File: src/dma_transfer_descriptor_builder_defines.svh
// Assertion macros shared by the descriptor builder modules.
`ifndef DMA_TRANSFER_DESCRIPTOR_BUILDER_DEFINES_SVH
`define DMA_TRANSFER_DESCRIPTOR_BUILDER_DEFINES_SVH

`ifndef NO_ASSERTIONS

// Property that must hold at every clock edge outside reset.
`define DTDB_ASSERT(label, clk, rst, prop, msg) \
  label: assert property (@(posedge clk) disable iff (rst) prop) else $error(msg);

// Condition that must never be true at a clock edge outside reset.
`define DTDB_NEVER(label, clk, rst, cond, msg) \
  label: assert property (@(posedge clk) disable iff (rst) !(cond)) else $error(msg);

`else

`define DTDB_ASSERT(label, clk, rst, prop, msg)
`define DTDB_NEVER(label, clk, rst, cond, msg)

`endif

`endif

File: src/dtdb_pkg.sv
// Types, codes and constants of the DMA transfer descriptor builder.
package dtdb_pkg;

  localparam int FRAME_LIMIT_DEF = 256;

  localparam int BYTES_W = 32;
  localparam int DIV_CNT_W = $clog2(BYTES_W);

  // Result status codes.
  localparam logic [1:0] ST_OK          = 2'd0;
  localparam logic [1:0] ST_INVALID     = 2'd1;
  localparam logic [1:0] ST_UNSUPPORTED = 2'd2;

  // Address adjust modes.
  localparam logic [1:0] ADJ_INC   = 2'd0;
  localparam logic [1:0] ADJ_DEC   = 2'd1;
  localparam logic [1:0] ADJ_FIXED = 2'd2;
  localparam logic [1:0] ADJ_RSVD  = 2'd3;

  // Last supported transfer direction (peripheral to memory).
  localparam logic [2:0] DIR_PERIPH_TO_MEM = 3'd2;

  // Element size codes.
  localparam logic [1:0] SIZE_BYTE = 2'd0;
  localparam logic [1:0] SIZE_HALF = 2'd1;
  localparam logic [1:0] SIZE_WORD = 2'd2;

  localparam logic [4:0] REQ_SEL_MASK = 5'h1F;

  typedef struct packed {
    logic [3:0]  num_blocks;
    logic        extra_features;
    logic [2:0]  transfer_direction;
    logic [7:0]  source_width;
    logic [7:0]  dest_width;
    logic [31:0] block_bytes;
    logic [1:0]  source_adjust;
    logic [1:0]  dest_adjust;
    logic        cyclic;
    logic [7:0]  request_slot;
    logic [31:0] source_addr;
    logic [31:0] dest_addr;
  } dtdb_req_t;

  typedef struct packed {
    logic [1:0]  status;
    logic [7:0]  frame_count_less_one;
    logic [7:0]  pack_count_less_one;
    logic        packed_mode;
    logic [1:0]  size_code;
    logic        source_fixed;
    logic        dest_fixed;
    logic        continuous;
    logic [4:0]  request_select;
    logic [31:0] source_addr_out;
    logic [31:0] dest_addr_out;
  } dtdb_result_t;

  typedef enum logic [2:0] {
    S_IDLE,
    S_CHECK,
    S_DIV,
    S_EVAL,
    S_SEARCH,
    S_FIN
  } dtdb_state_t;

  // Commands from the controller to the datapath.
  typedef struct packed {
    logic load;
    logic div_step;
    logic srch_init;
    logic srch_step;
    logic finish;
  } dtdb_cmd_t;

  // Status from the datapath to the controller.
  typedef struct packed {
    logic pre_fail;
    logic div_last;
    logic div_bad;
    logic single;
    logic srch_hit;
    logic srch_fail;
  } dtdb_stat_t;

endpackage

File: src/dtdb_ctrl.sv
// Sequencing controller of the descriptor builder.
`include "dma_transfer_descriptor_builder_defines.svh"

module dtdb_ctrl
  import dtdb_pkg::*;
(
  input  logic       clk,
  input  logic       rst,
  input  logic       start,
  output logic       busy,
  input  dtdb_stat_t stat,
  output dtdb_cmd_t  cmd
);

  dtdb_state_t state, state_next;

  always_ff @(posedge clk) begin
    if (rst) begin
      state <= S_IDLE;
    end else begin
      state <= state_next;
    end
  end

  always_comb begin
    state_next = state;
    cmd        = '0;
    case (state)
      S_IDLE: begin
        if (start) begin
          cmd.load   = 1'b1;
          state_next = S_CHECK;
        end
      end
      S_CHECK: begin
        // Field checks that need no arithmetic decide early failures.
        state_next = stat.pre_fail ? S_FIN : S_DIV;
      end
      S_DIV: begin
        cmd.div_step = 1'b1;
        if (stat.div_last) begin
          state_next = S_EVAL;
        end
      end
      S_EVAL: begin
        if (stat.div_bad || stat.single) begin
          state_next = S_FIN;
        end else begin
          cmd.srch_init = 1'b1;
          state_next    = S_SEARCH;
        end
      end
      S_SEARCH: begin
        if (stat.srch_hit || stat.srch_fail) begin
          state_next = S_FIN;
        end else begin
          cmd.srch_step = 1'b1;
        end
      end
      S_FIN: begin
        cmd.finish = 1'b1;
        state_next = S_IDLE;
      end
      default: begin
        state_next = S_IDLE;
      end
    endcase
  end

  assign busy = (state != S_IDLE);

  `DTDB_ASSERT(a_fin_returns, clk, rst, (state == S_FIN) |=> (state == S_IDLE), "finish did not return to idle")
  `DTDB_ASSERT(a_div_holds, clk, rst, (state == S_DIV) && !stat.div_last |=> (state == S_DIV), "division left early")
  `DTDB_ASSERT(a_hit_ends, clk, rst, (state == S_SEARCH) && stat.srch_hit |=> (state == S_FIN), "search hit not finished")

endmodule

File: src/dtdb_dpath.sv
// Datapath of the descriptor builder: checks, bit-serial divider and factor search.
`include "dma_transfer_descriptor_builder_defines.svh"

module dtdb_dpath
  import dtdb_pkg::*;
#(
  parameter int FRAME_LIMIT = FRAME_LIMIT_DEF
)(
  input  logic         clk,
  input  logic         rst,
  input  dtdb_req_t    req,
  input  dtdb_cmd_t    cmd,
  output dtdb_stat_t   stat,
  output logic         done,
  output dtdb_result_t result
);

  localparam int CNT_W  = $clog2(FRAME_LIMIT + 1);
  localparam int PROD_W = 2 * CNT_W;

  dtdb_req_t             req_q;
  logic [BYTES_W-1:0]    quo;
  logic [7:0]            rem;
  logic [DIV_CNT_W-1:0]  div_cnt;
  logic [CNT_W-1:0]      d;
  logic [CNT_W-1:0]      q;
  logic [PROD_W-1:0]     p;

  logic [8:0]            trial;
  logic                  trial_ge;
  logic [1:0]            pre_status;
  logic                  below;
  logic                  hit;
  logic [1:0]            size_c;
  logic                  size_bad;
  logic                  adj_bad;
  logic [1:0]            status_c;
  dtdb_result_t          result_next;

  // Restoring division, one quotient bit per step.
  assign trial    = {rem, quo[BYTES_W-1]};
  assign trial_ge = (trial >= {1'b0, req_q.source_width});

  always_ff @(posedge clk) begin
    if (cmd.load) begin
      req_q   <= req;
      quo     <= req.block_bytes;
      rem     <= '0;
      div_cnt <= '0;
    end else if (cmd.div_step) begin
      rem     <= trial_ge ? 8'(trial - {1'b0, req_q.source_width}) : trial[7:0];
      quo     <= {quo[BYTES_W-2:0], trial_ge};
      div_cnt <= div_cnt + 1'b1;
    end
  end

  // Factor search: d walks down from the limit, q up from one, p tracks d * q.
  assign below = (BYTES_W'(p) < quo);
  assign hit   = (BYTES_W'(p) == quo);

  always_ff @(posedge clk) begin
    if (cmd.srch_init) begin
      d <= CNT_W'(FRAME_LIMIT);
      q <= CNT_W'(1);
      p <= PROD_W'(FRAME_LIMIT);
    end else if (cmd.srch_step) begin
      if (below) begin
        q <= q + 1'b1;
        p <= p + PROD_W'(d);
      end else begin
        d <= d - 1'b1;
        p <= p - PROD_W'(q);
      end
    end
  end

  always_comb begin
    if (req_q.num_blocks != 4'd1) begin
      pre_status = ST_INVALID;
    end else if (req_q.extra_features) begin
      pre_status = ST_UNSUPPORTED;
    end else if (req_q.transfer_direction > DIR_PERIPH_TO_MEM) begin
      pre_status = ST_UNSUPPORTED;
    end else if ((req_q.source_width == 8'd0) ||
                 (req_q.source_width != req_q.dest_width)) begin
      pre_status = ST_UNSUPPORTED;
    end else begin
      pre_status = ST_OK;
    end
  end

  assign stat.pre_fail  = (pre_status != ST_OK);
  assign stat.div_last  = (div_cnt == DIV_CNT_W'(BYTES_W - 1));
  assign stat.div_bad   = (req_q.block_bytes == '0) || (rem != 8'd0);
  assign stat.single    = (quo <= BYTES_W'(FRAME_LIMIT));
  assign stat.srch_hit  = hit;
  assign stat.srch_fail = (below && (q == CNT_W'(FRAME_LIMIT))) ||
                          (!below && !hit && (d == CNT_W'(1)));

  always_comb begin
    size_bad = 1'b0;
    case (req_q.source_width)
      8'd1:    size_c = SIZE_BYTE;
      8'd2:    size_c = SIZE_HALF;
      8'd4:    size_c = SIZE_WORD;
      default: begin
        size_c   = SIZE_BYTE;
        size_bad = 1'b1;
      end
    endcase
  end

  assign adj_bad = (req_q.source_adjust == ADJ_DEC) || (req_q.source_adjust == ADJ_RSVD) ||
                   (req_q.dest_adjust == ADJ_DEC) || (req_q.dest_adjust == ADJ_RSVD);

  always_comb begin
    if (pre_status != ST_OK) begin
      status_c = pre_status;
    end else if (stat.div_bad) begin
      status_c = ST_INVALID;
    end else if (!stat.single && !hit) begin
      status_c = ST_UNSUPPORTED;
    end else if (size_bad) begin
      status_c = ST_INVALID;
    end else if (adj_bad) begin
      status_c = ST_UNSUPPORTED;
    end else begin
      status_c = ST_OK;
    end
  end

  always_comb begin
    result_next = '0;
    result_next.status = status_c;
    if (status_c == ST_OK) begin
      if (stat.single) begin
        result_next.frame_count_less_one = 8'(quo - 1'b1);
        result_next.pack_count_less_one  = 8'd0;
        result_next.packed_mode          = 1'b0;
      end else begin
        result_next.frame_count_less_one = 8'(q - 1'b1);
        result_next.pack_count_less_one  = 8'(d - 1'b1);
        result_next.packed_mode          = 1'b1;
      end
      result_next.size_code       = size_c;
      result_next.source_fixed    = (req_q.source_adjust == ADJ_FIXED);
      result_next.dest_fixed      = (req_q.dest_adjust == ADJ_FIXED);
      result_next.continuous      = req_q.cyclic;
      result_next.request_select  = req_q.request_slot[4:0] & REQ_SEL_MASK;
      result_next.source_addr_out = req_q.source_addr;
      result_next.dest_addr_out   = req_q.dest_addr;
    end
  end

  always_ff @(posedge clk) begin
    if (rst) begin
      done <= 1'b0;
    end else begin
      done <= cmd.finish;
    end
  end

  always_ff @(posedge clk) begin
    if (cmd.finish) begin
      result <= result_next;
    end
  end

  `DTDB_ASSERT(a_done_after_fin, clk, rst, done |-> $past(cmd.finish), "result strobe without finish")
  `DTDB_ASSERT(a_err_zero, clk, rst, done && (result.status != ST_OK) |-> (result.frame_count_less_one == 8'd0) && (result.packed_mode == 1'b0) && (result.dest_addr_out == '0), "error result carries data")
  `DTDB_ASSERT(a_q_monotone, clk, rst, cmd.srch_step |=> (q >= $past(q)), "frame count went down in search")

endmodule

File: src/dma_transfer_descriptor_builder.sv
// Top level of the DMA transfer descriptor builder.
//
// The block checks one single-block transfer request and builds the length,
// size and address-mode fields of a channel descriptor. A transaction is taken
// from req at a rising edge where start is high and busy is low. Busy stays high
// while the request is worked on, and one result transaction per request is
// shown on result for exactly one cycle with done high; the receiver cannot
// stall it, so it must take the result in that cycle.
// Sequence, from the accepting edge to the edge that raises done: a request
// that fails a field check goes through the check state, then the finish state.
// Otherwise the byte count goes through a bit-serial divider over all 32 bits,
// an evaluate step judges the quotient, and an element count above
// FRAME_LIMIT is then factored by a walk that moves one of its two counters per
// cycle, before the finish state.
// One request is in flight at a time; the next may start in the cycle done is
// shown. Reset clears the controller to idle and drops done; no clearing pass.
module dma_transfer_descriptor_builder
  import dtdb_pkg::*;
#(
  parameter int FRAME_LIMIT = FRAME_LIMIT_DEF
)(
  input  logic         clk,
  input  logic         rst,
  input  logic         start,
  output logic         busy,
  input  dtdb_req_t    req,
  output logic         done,
  output dtdb_result_t result
);

  dtdb_cmd_t  cmd;
  dtdb_stat_t stat;

  // The controller steps through check, divide, evaluate, search and finish.
  dtdb_ctrl u_ctrl (
    .clk   (clk),
    .rst   (rst),
    .start (start),
    .busy  (busy),
    .stat  (stat),
    .cmd   (cmd)
  );

  // The datapath holds the request, the divider, the factor search and the
  // result register.
  dtdb_dpath #(
    .FRAME_LIMIT (FRAME_LIMIT)
  ) u_dpath (
    .clk    (clk),
    .rst    (rst),
    .req    (req),
    .cmd    (cmd),
    .stat   (stat),
    .done   (done),
    .result (result)
  );

endmodule

File: config.mk
export PLATFORM = sky130hd
export DESIGN_NAME = dma_transfer_descriptor_builder
export DESIGN_NICKNAME = d
export VERILOG_FILES = /design/src/dtdb_pkg.sv /design/src/dtdb_ctrl.sv /design/src/dtdb_dpath.sv /design/src/dma_transfer_descriptor_builder.sv
export VERILOG_INCLUDE_DIRS = /design/src /design/src/src
export SDC_FILE = /design/constraint.sdc
export NUM_CORES = 1
export LEC_CHECK = 0
export ABC_AREA = 1
export BUFFER_PORTS_ARGS = -buffer_cell sky130_fd_sc_hd__buf_2
export CORE_ASPECT_RATIO = 1.25
export CORE_MARGIN = 2
export CORE_UTILIZATION = 45
export DETAILED_ROUTE_END_ITERATION = 8
export HOLD_SLACK_MARGIN = 0.1
export PLACE_DENSITY_LB_ADDON = 0.3
export SLEW_MARGIN = 15
export SYNTH_ARGS = -nofsm -noshare
export SYNTH_HDL_FRONTEND = slang
export SYNTH_SLANG_ARGS = --single-unit
File: constraint.sdc
create_clock -name clk -period 9.5 [get_ports clk]
set_clock_uncertainty 0.2 [all_clocks]
set_input_delay 0.95 -clock clk [delete_from_list [all_inputs] [get_ports clk]]
set_output_delay 0.95 -clock clk [all_outputs]
set_load 0.02 [all_outputs]
==> results of run 1 <==
sequential cells by signal, indices dropped and copies added (netlist names):
name	flops
u_ctrl.state	3
u_dpath.d	9
u_dpath.div_cnt	5
u_dpath.done	1
u_dpath.p	18
u_dpath.q	9
u_dpath.quo	32
u_dpath.rem	8
u_dpath.req_q	130
u_dpath.result	93
per-stage QoR:
step | hold WS, ns | std cells | worst slack [ns] | area (um2) | utilization [%]
2_1_floorplan | 0.224 | 1325 | 1.83 | 14100 | -
3_3_place_gp | 0.244 | 1939 | 5.38 | 15500 | 50.4
3_5_place_dp | 0.255 | 1939 | 5.38 | 15500 | 50.4
4_1_cts | 0.261 | 1998 | 5.34 | 16700 | 54.2
5_1_grt | 0.287 | 2000 | 4.88 | 16700 | 54.2
6_report | 0.262 | 2000 | 5.29 | 16700 | 54.2
cell type report:
cell class	instances	area, um2	share of cell area [%]
diodes	2	5.00	0.0300
clock buffers	38	866	5.18
clock inverters	21	302	1.80
inverters	201	772	4.62
multi-input cells	791	4360	26.1
flip-flops and latches	308	8720	52.2
well taps	407	509	3.05
repair buffers	232	1170	7.02
cell families (layout without fill, tap and decap cells):
kind of cell,count (synthesis),count (layout)
other,0,2
xor gates and xnor gates,33,33
adders and majority gates,53,53
DFF,308,308
and+or+nand+nor,557,557
buffers and inverters,226,492
AOI/OAI and AO/OA,148,148
power breakdown:
| group | total [mW] | switching, mW | leakage, nW | internal [mW] |
|---|---|---|---|---|
| Combinational | 0.690 | 0.448 | 3.88 | 0.242 |
| Sequential | 1.73 | 0.0844 | 2.72 | 1.64 |
| Clock | 1.38 | 0.545 | 0.565 | 0.831 |
how the worst max path moves through the flow:
| stage | from | to | slack [ns] | cells after the start |
|---|---|---|---|---|
| 2_1_floorplan | u_ctrl.state[2] | u_dpath.result[0] | 1.83 | 2 |
| 6_report | u_dpath.quo[5] | u_dpath.p[16] | 5.29 | 20 |
| 5_1_grt | u_dpath.quo[5] | u_dpath.p[16] | 4.88 | 20 |
| 3_3_place_gp | u_dpath.quo[15] | u_dpath.p[16] | 5.38 | 18 |
| 3_5_place_dp | u_dpath.quo[5] | u_dpath.p[16] | 5.38 | 20 |
| 4_1_cts | u_dpath.quo[5] | u_dpath.p[16] | 5.34 | 20 |
routing by layer:
layer	wire [um]	track usage, %
met1	12600	22.6
met2	15000	31.7
met3	1940	3.73
met4	1100	7.65
met5	45	0
cells in the final DEF (no fill, tap or decap), types with 3 or more instances in the layout:
cell and count:
clkbuf_1 4, dfxtp_1 53, clkbuf_16 34, nand3_2 4, ha_1 51, a21o_1 4, a21oi_1 50, nor3_2 4
nand2_2 13, xor2_1 24, nand2_1 252, a31oi_1 3, nand2_4 3, inv_1 194, clkinv_2 4, o21ai_2 4
nand3_1 41, buf_4 5, nor2_2 6, nor4_1 12, nand4_1 12, o21ai_1 4, xnor2_1 9, edfxtp_1 255
clkinv_1 5, a21oi_2 4, nor2_4 24, nor3_1 15, buf_2 227, o21ai_0 69, inv_2 5, bufinv_16 6
nor2_1 164
==> results.md, run 1 <==
* Status: finished, final reports clean
* Netlist cell types at 47
* Worst skew pair latency at 0.54 ns
* Via count at 9744
* Synth Instances at 1325
* Max cap viols at 0
* Synthesized area at 14100 um2
* Hold wc startpoint: u_dpath.div_cnt[3]
* Slew headroom at 26.8%
* Sequential share of the synthesized area at 62.0%
* Max stage delay cell, worst path: fa_1
* Die width at 162 um
* Worst Hold Depth at 1
* Die Ht at 202 um
* Routed Antenna Nets at 0
* CTS sink cnt at 308
* Worst path cell trace: inv_1 > ha_1 > a21oi_1 > nor2_1 > nor2_1 > nand2_1 > nand2_1 > nand2_1 > nand2_2 > nand2_1 > nor2_1 > a21oi_1 > fa_1 > o21ai_0 > nand3_1 > nand4_1 > a21oi_1 > xor2_1 > nor2_1 > nor2_1
* Initial DRC count at 720
* Routability cong. at 0.822
* Layout cell share with drive strength beyond 1 at 22.5%
* CTS max path bufs at 3
* Setup bufs post-CTS at 0
* Routed wire per std cell at 15.4 um
* WS Path Type: register to register
* Top delay family on crit path: simple AND/OR/NAND/NOR gates
* Post-synthesis net count at 1514
* Syn_area_per_cell at 10.6 um2
* Initial Util at 45.6%
* #FFs+latches synth at 308
* First-pass GRT wire length at 47600 um
* Drt pass-1 iters at 4
* Die Area at 32700 um2
* Fin Setup TNS at 0 ns
* Post-synthesis xor/xnor area fraction at 2.06%
* Top cells by area, synth: edfxtp_1, dfxtp_1, nand2_1
* Required time of the critical path at 9.71 ns
* Post-synth ARST share at 0%
* CP endpoint kind: register
* Area of the core at 30800 um2
* Top cell type's share of synthesized area at 54.5%
* Drt via density at 4.87
* Top cells by count, synth: edfxtp_1, nand2_1, inv_1, nor2_1, o21ai_0
* Fill cell count at 2686
* Slew @ Worst Pin at 1.10 ns
* Hold EP: u_dpath.div_cnt[3]
* Share of synthesized area spent on multiplexers at 0%
* Num CTS Buffers at 34
* Leak pwr at 7.16 nW
* Synth Area in Adders at 4.83%
* Post-synth top flop: edfxtp_1
* Drt drc at 0
* Total chip power at 3.80 mW
* Hold_buf cts at 0
* Post-synth EDFFs at 255
* DP Wirelength at 22100 um
* DRT Wirelength at 30700 um
* Top Ports at 231
* # rows at 72
* Pwr/cell area at 227 nW/um2
* # nets final at 1757
* Startpoint type of the worst setup path: register
* Reg2reg end: u_dpath.p[16]
* Fmax at 0.238 GHz
* Final Max Slew Viols at 0
* R2R setup slack at 5.29 ns
* H-tree depth at 2
* Buf/Inv on CP at 1
* Crit path max fanout at 20
* Reg2reg path depth at 20
* Synth Area in Simple Gates at 18.3%
* Area fraction in compound gates after synthesis at 5.83%
* Vias in the first global route at 9293
* CTS tree: done
* Grt total ovfl at 0
* R2r startpoint: u_dpath.quo[5]
* Gr usage total at 18.4%
* CP Data Arrival Time at 4.42 ns
* Most common cell in the netlist: edfxtp_1
* Crit path largest cell delay at 0.48 ns
* Clk root buf: clkbuf_16
* YS warnings at 0
* Final setup fails at 0
* Unrepaired setup endpoints after global routing: false
* Worst IR drop on VDD at 0.141 mV
* Hold Crit Class: register to register
* Endpoints failing hold at 0
* Fin crit share at 44.3%
* I/O Buffers at 227
* Antenna violations before repair at 5
* Tmin final at 4.21 ns
* Area leader, netlist: edfxtp_1
* Synth-to-layout area growth at 18.9%
* Largest net degree at the start of global routing at 101
* CP dominant cell by count: nor2_1
* Largest family of logic cells by synthesized area: simple AND/OR/NAND/NOR gates
* Clock transition at path regs at 0.06 ns
* Resized cells post-CTS at 0
Note: power is estimated with default switching activity, not from simulation.
==> run 2: changes to the inputs <==
Clock period 9.5 ns to 3.7 ns, I/O delays scaled along.
==> run 2 against run 1 <==
  * Global-route usage is 1.8 points higher
  * Non-clock buffer count is 165 higher
  * Sequential power grew to 2.6 times the previous value
  * Register-to-register slack worse by 5.0 ns
  * Hold slack better by 0.0034 ns
  * Cell area is 11% higher
  * Via count is 7.3% higher
  * Die area stayed put
  * Power grew to 2.6 times the previous value
  * Core utilization is 5.7 points higher
  * Critical path type unchanged
  * Largest power group unchanged
==> results.md, run 2 (synthesis results as in run 1) <==
* Status: finished, final reports clean (unchanged)
* CTS tree: done (unchanged)
* Largest register FFs at 130 (unchanged)
* # rows at 72 (unchanged)
* Via count at 10458 (was 9744)
* Initial Util at 45.6% (unchanged)
* Slew headroom at 38.1% (was 26.8%)
* Layout cell share with drive strength beyond 1 at 24.7% (was 22.5%)
* CP endpoint kind: register (unchanged)
* Clock share of power at 33.7% (was 36.3%)
* Gr usage total at 20.3% (was 18.4%)
* CP Data Arrival Time at 3.73 ns (was 4.42 ns)
* Largest net degree at the start of global routing at 184 (was 101)
* Routability cong. at 0.853 (was 0.822)
* Endpoints failing hold at 0 (unchanged)
* Drt drc at 0 (unchanged)
* Sequential power share at 44.5% (was 45.6%)
* Die Area at 32700 um2 (unchanged)
* Num CTS Buffers at 31 (was 34)
* CTS sink cnt at 308 (unchanged)
* Largest Register: u_dpath.req_q (unchanged)
* Sw Share at 29.2% (was 28.4%)
* Placement Setup Slack at 0.0491 ns (was 5.38 ns)
* Worst IR drop on VDD at 0.448 mV (was 0.141 mV)
* Top flop regs: u_dpath.req_q x130, u_dpath.result x93, u_dpath.quo x32 (unchanged)
* Vias in the first global route at 10400 (was 9293)
* Area of placed instances at 15700 um2 (was 15500 um2)
* Combinational power share at 21.8% (was 18.2%)
* Leak pwr at 7.89 nW (was 7.16 nW)
* Final setup fails at 0 (unchanged)
* Crit path max fanout at 5 (was 20)
* Final worst setup slack at 0.245 ns (was 5.29 ns)
* Routed Antenna Nets at 0 (unchanged)
* Clk root buf: clkbuf_16 (unchanged)
* Total chip power at 10.0 mW (was 3.80 mW)
* Non-Filler Instances at 2163 (was 2000)
* Die width at 162 um (unchanged)
* Fmax at 0.289 GHz (was 0.238 GHz)
* Hold Crit Class: register to register (unchanged)
* Area of the core at 30800 um2 (unchanged)
* Clock transition at path regs at 0.06 ns (about the same)
* WS Path Type: register to register (unchanged)
* # nets final at 1919 (was 1757)
* H-tree depth at 1 (was 2)
* Synth-to-layout area growth at 31.5% (was 18.9%)
* Fin Setup TNS at 0 ns (unchanged)
* CTS max path bufs at 3 (unchanged)
* Most common cell after layout, fill and taps aside: edfxtp_1 (unchanged)
* Routed wire per std cell at 15.6 um (was 15.4 um)
* First-pass GRT wire length at 52700 um (was 47600 um)
* Tmin final at 3.45 ns (was 4.21 ns)
* Fin crit share at 93.4% (was 44.3%)
* Final Max Slew Viols at 0 (unchanged)
* Top Ports at 231 (unchanged)
* P_int at 7.09 mW (was 2.72 mW)
* Initial DRC count at 751 (was 720)
* Required time of the critical path at 3.97 ns (was 9.71 ns)
* Drt via density at 4.83 (was 4.87)
* Placed cell count at 1961 (was 1939)
* Startpoint type of the worst setup path: register (unchanged)
* DP Wirelength at 21900 um (was 22100 um)
* Drt pass-1 iters at 7 (was 4)
* DRT Wirelength at 33800 um (was 30700 um)
* Slew @ Worst Pin at 0.929 ns (was 1.10 ns)
* P_sw at 2.92 mW (was 1.08 mW)
* I/O Buffers at 227 (unchanged)
* Grt total ovfl at 0 (unchanged)
* Antenna violations before repair at 1 (was 5)
* Die Ht at 202 um (unchanged)
* Pwr/cell area at 542 nW/um2 (was 227 nW/um2)
* Worst skew pair latency at 0.58 ns (was 0.54 ns)
* Max cap viols at 0 (unchanged)
* Most frequent cells in the layout: edfxtp_1, nand2_1, buf_2 (unchanged)
* Post-route cell area at 18500 um2 (was 16700 um2)
==> run 2: worst max-delay path, stage by stage, from the launching register on <==
cell and delay (ns):
edfxtp_1 0.39, inv_2 0.10, ha_4 0.20, a21oi_2 0.15, nor2_1 0.05, nor2_1 0.08
nand2_1 0.08, nand2_1 0.08, nand2_2 0.08, nand2_4 0.11, nand2_8 0.07, clkbuf_16 0.17
or2_2 0.30, ha_4 0.25, buf_4 0.13, a21oi_2 0.11, nand2_1 0.07, a21oi_1 0.11
nand2_1 0.07, nor2_2 0.13, nand4_1 0.10, nand2_1 0.11, inv_2 0.04, a21oi_1 0.12
nor2_1 0.06
==> run 2: metal layers <==
layer	track usage, %	share of wire, %
met1	24.5	41
met2	35.7	50
met3	3.28	5.4
met4	8.44	3.8
met5	0	0
==> run 2: stage by stage <==
step	hold slack, ns	utilization [%]
CTS	0.259	59.0
detailed placement	0.246	51.1
floorplan	0.224	-
finish	0.265	60.0
global placement	0.241	51.1
global route	0.280	60.0
==> run 2: layout make-up <==
class / count / area [um2]
Fill cell: 2468 / 12300
Timing Repair Buffer: 397 / 2820
Tap cell: 407 / 509
Antenna cell: 1 / 2.50
Clock buffer: 32 / 779
Clock inverter: 26 / 329
Inverter: 201 / 772
Sequential cell: 308 / 8720
Multi-Input combinational cell: 791 / 4550
==> run 2: power by group through the flow <==
stage / clock (mW) / sequential [mW] / combinational [mW]
after floorplan: 0 / 4.52 / 1.27
after global placement: 0 / 4.50 / 1.83
after detailed placement: 0 / 4.51 / 1.88
after CTS: 3.44 / 4.44 / 2.01
after global routing: 3.59 / 4.49 / 2.44
final: 3.38 / 4.46 / 2.18
==> run 2: worst paths after layout <==
kind,start,to,slack [ns],cells after the start
setup / recovery,u_dpath.quo[5],u_dpath.p[17],0.25,24
hold / removal,u_dpath.div_cnt[3],u_dpath.div_cnt[3],0.26,1
setup reg to reg,u_dpath.quo[5],u_dpath.p[17],0.25,24
hold reg to reg,u_dpath.div_cnt[3],u_dpath.div_cnt[3],0.26,1
==> run 2: repair_timing <==
item | in CTS | in global routing
hold buffers | 132 | 0
endpoints found under the hold margin | 167 | 0
gates resized for setup | 0 | 55
setup endpoints to repair | 0 | 12
setup buffers | 0 | 9
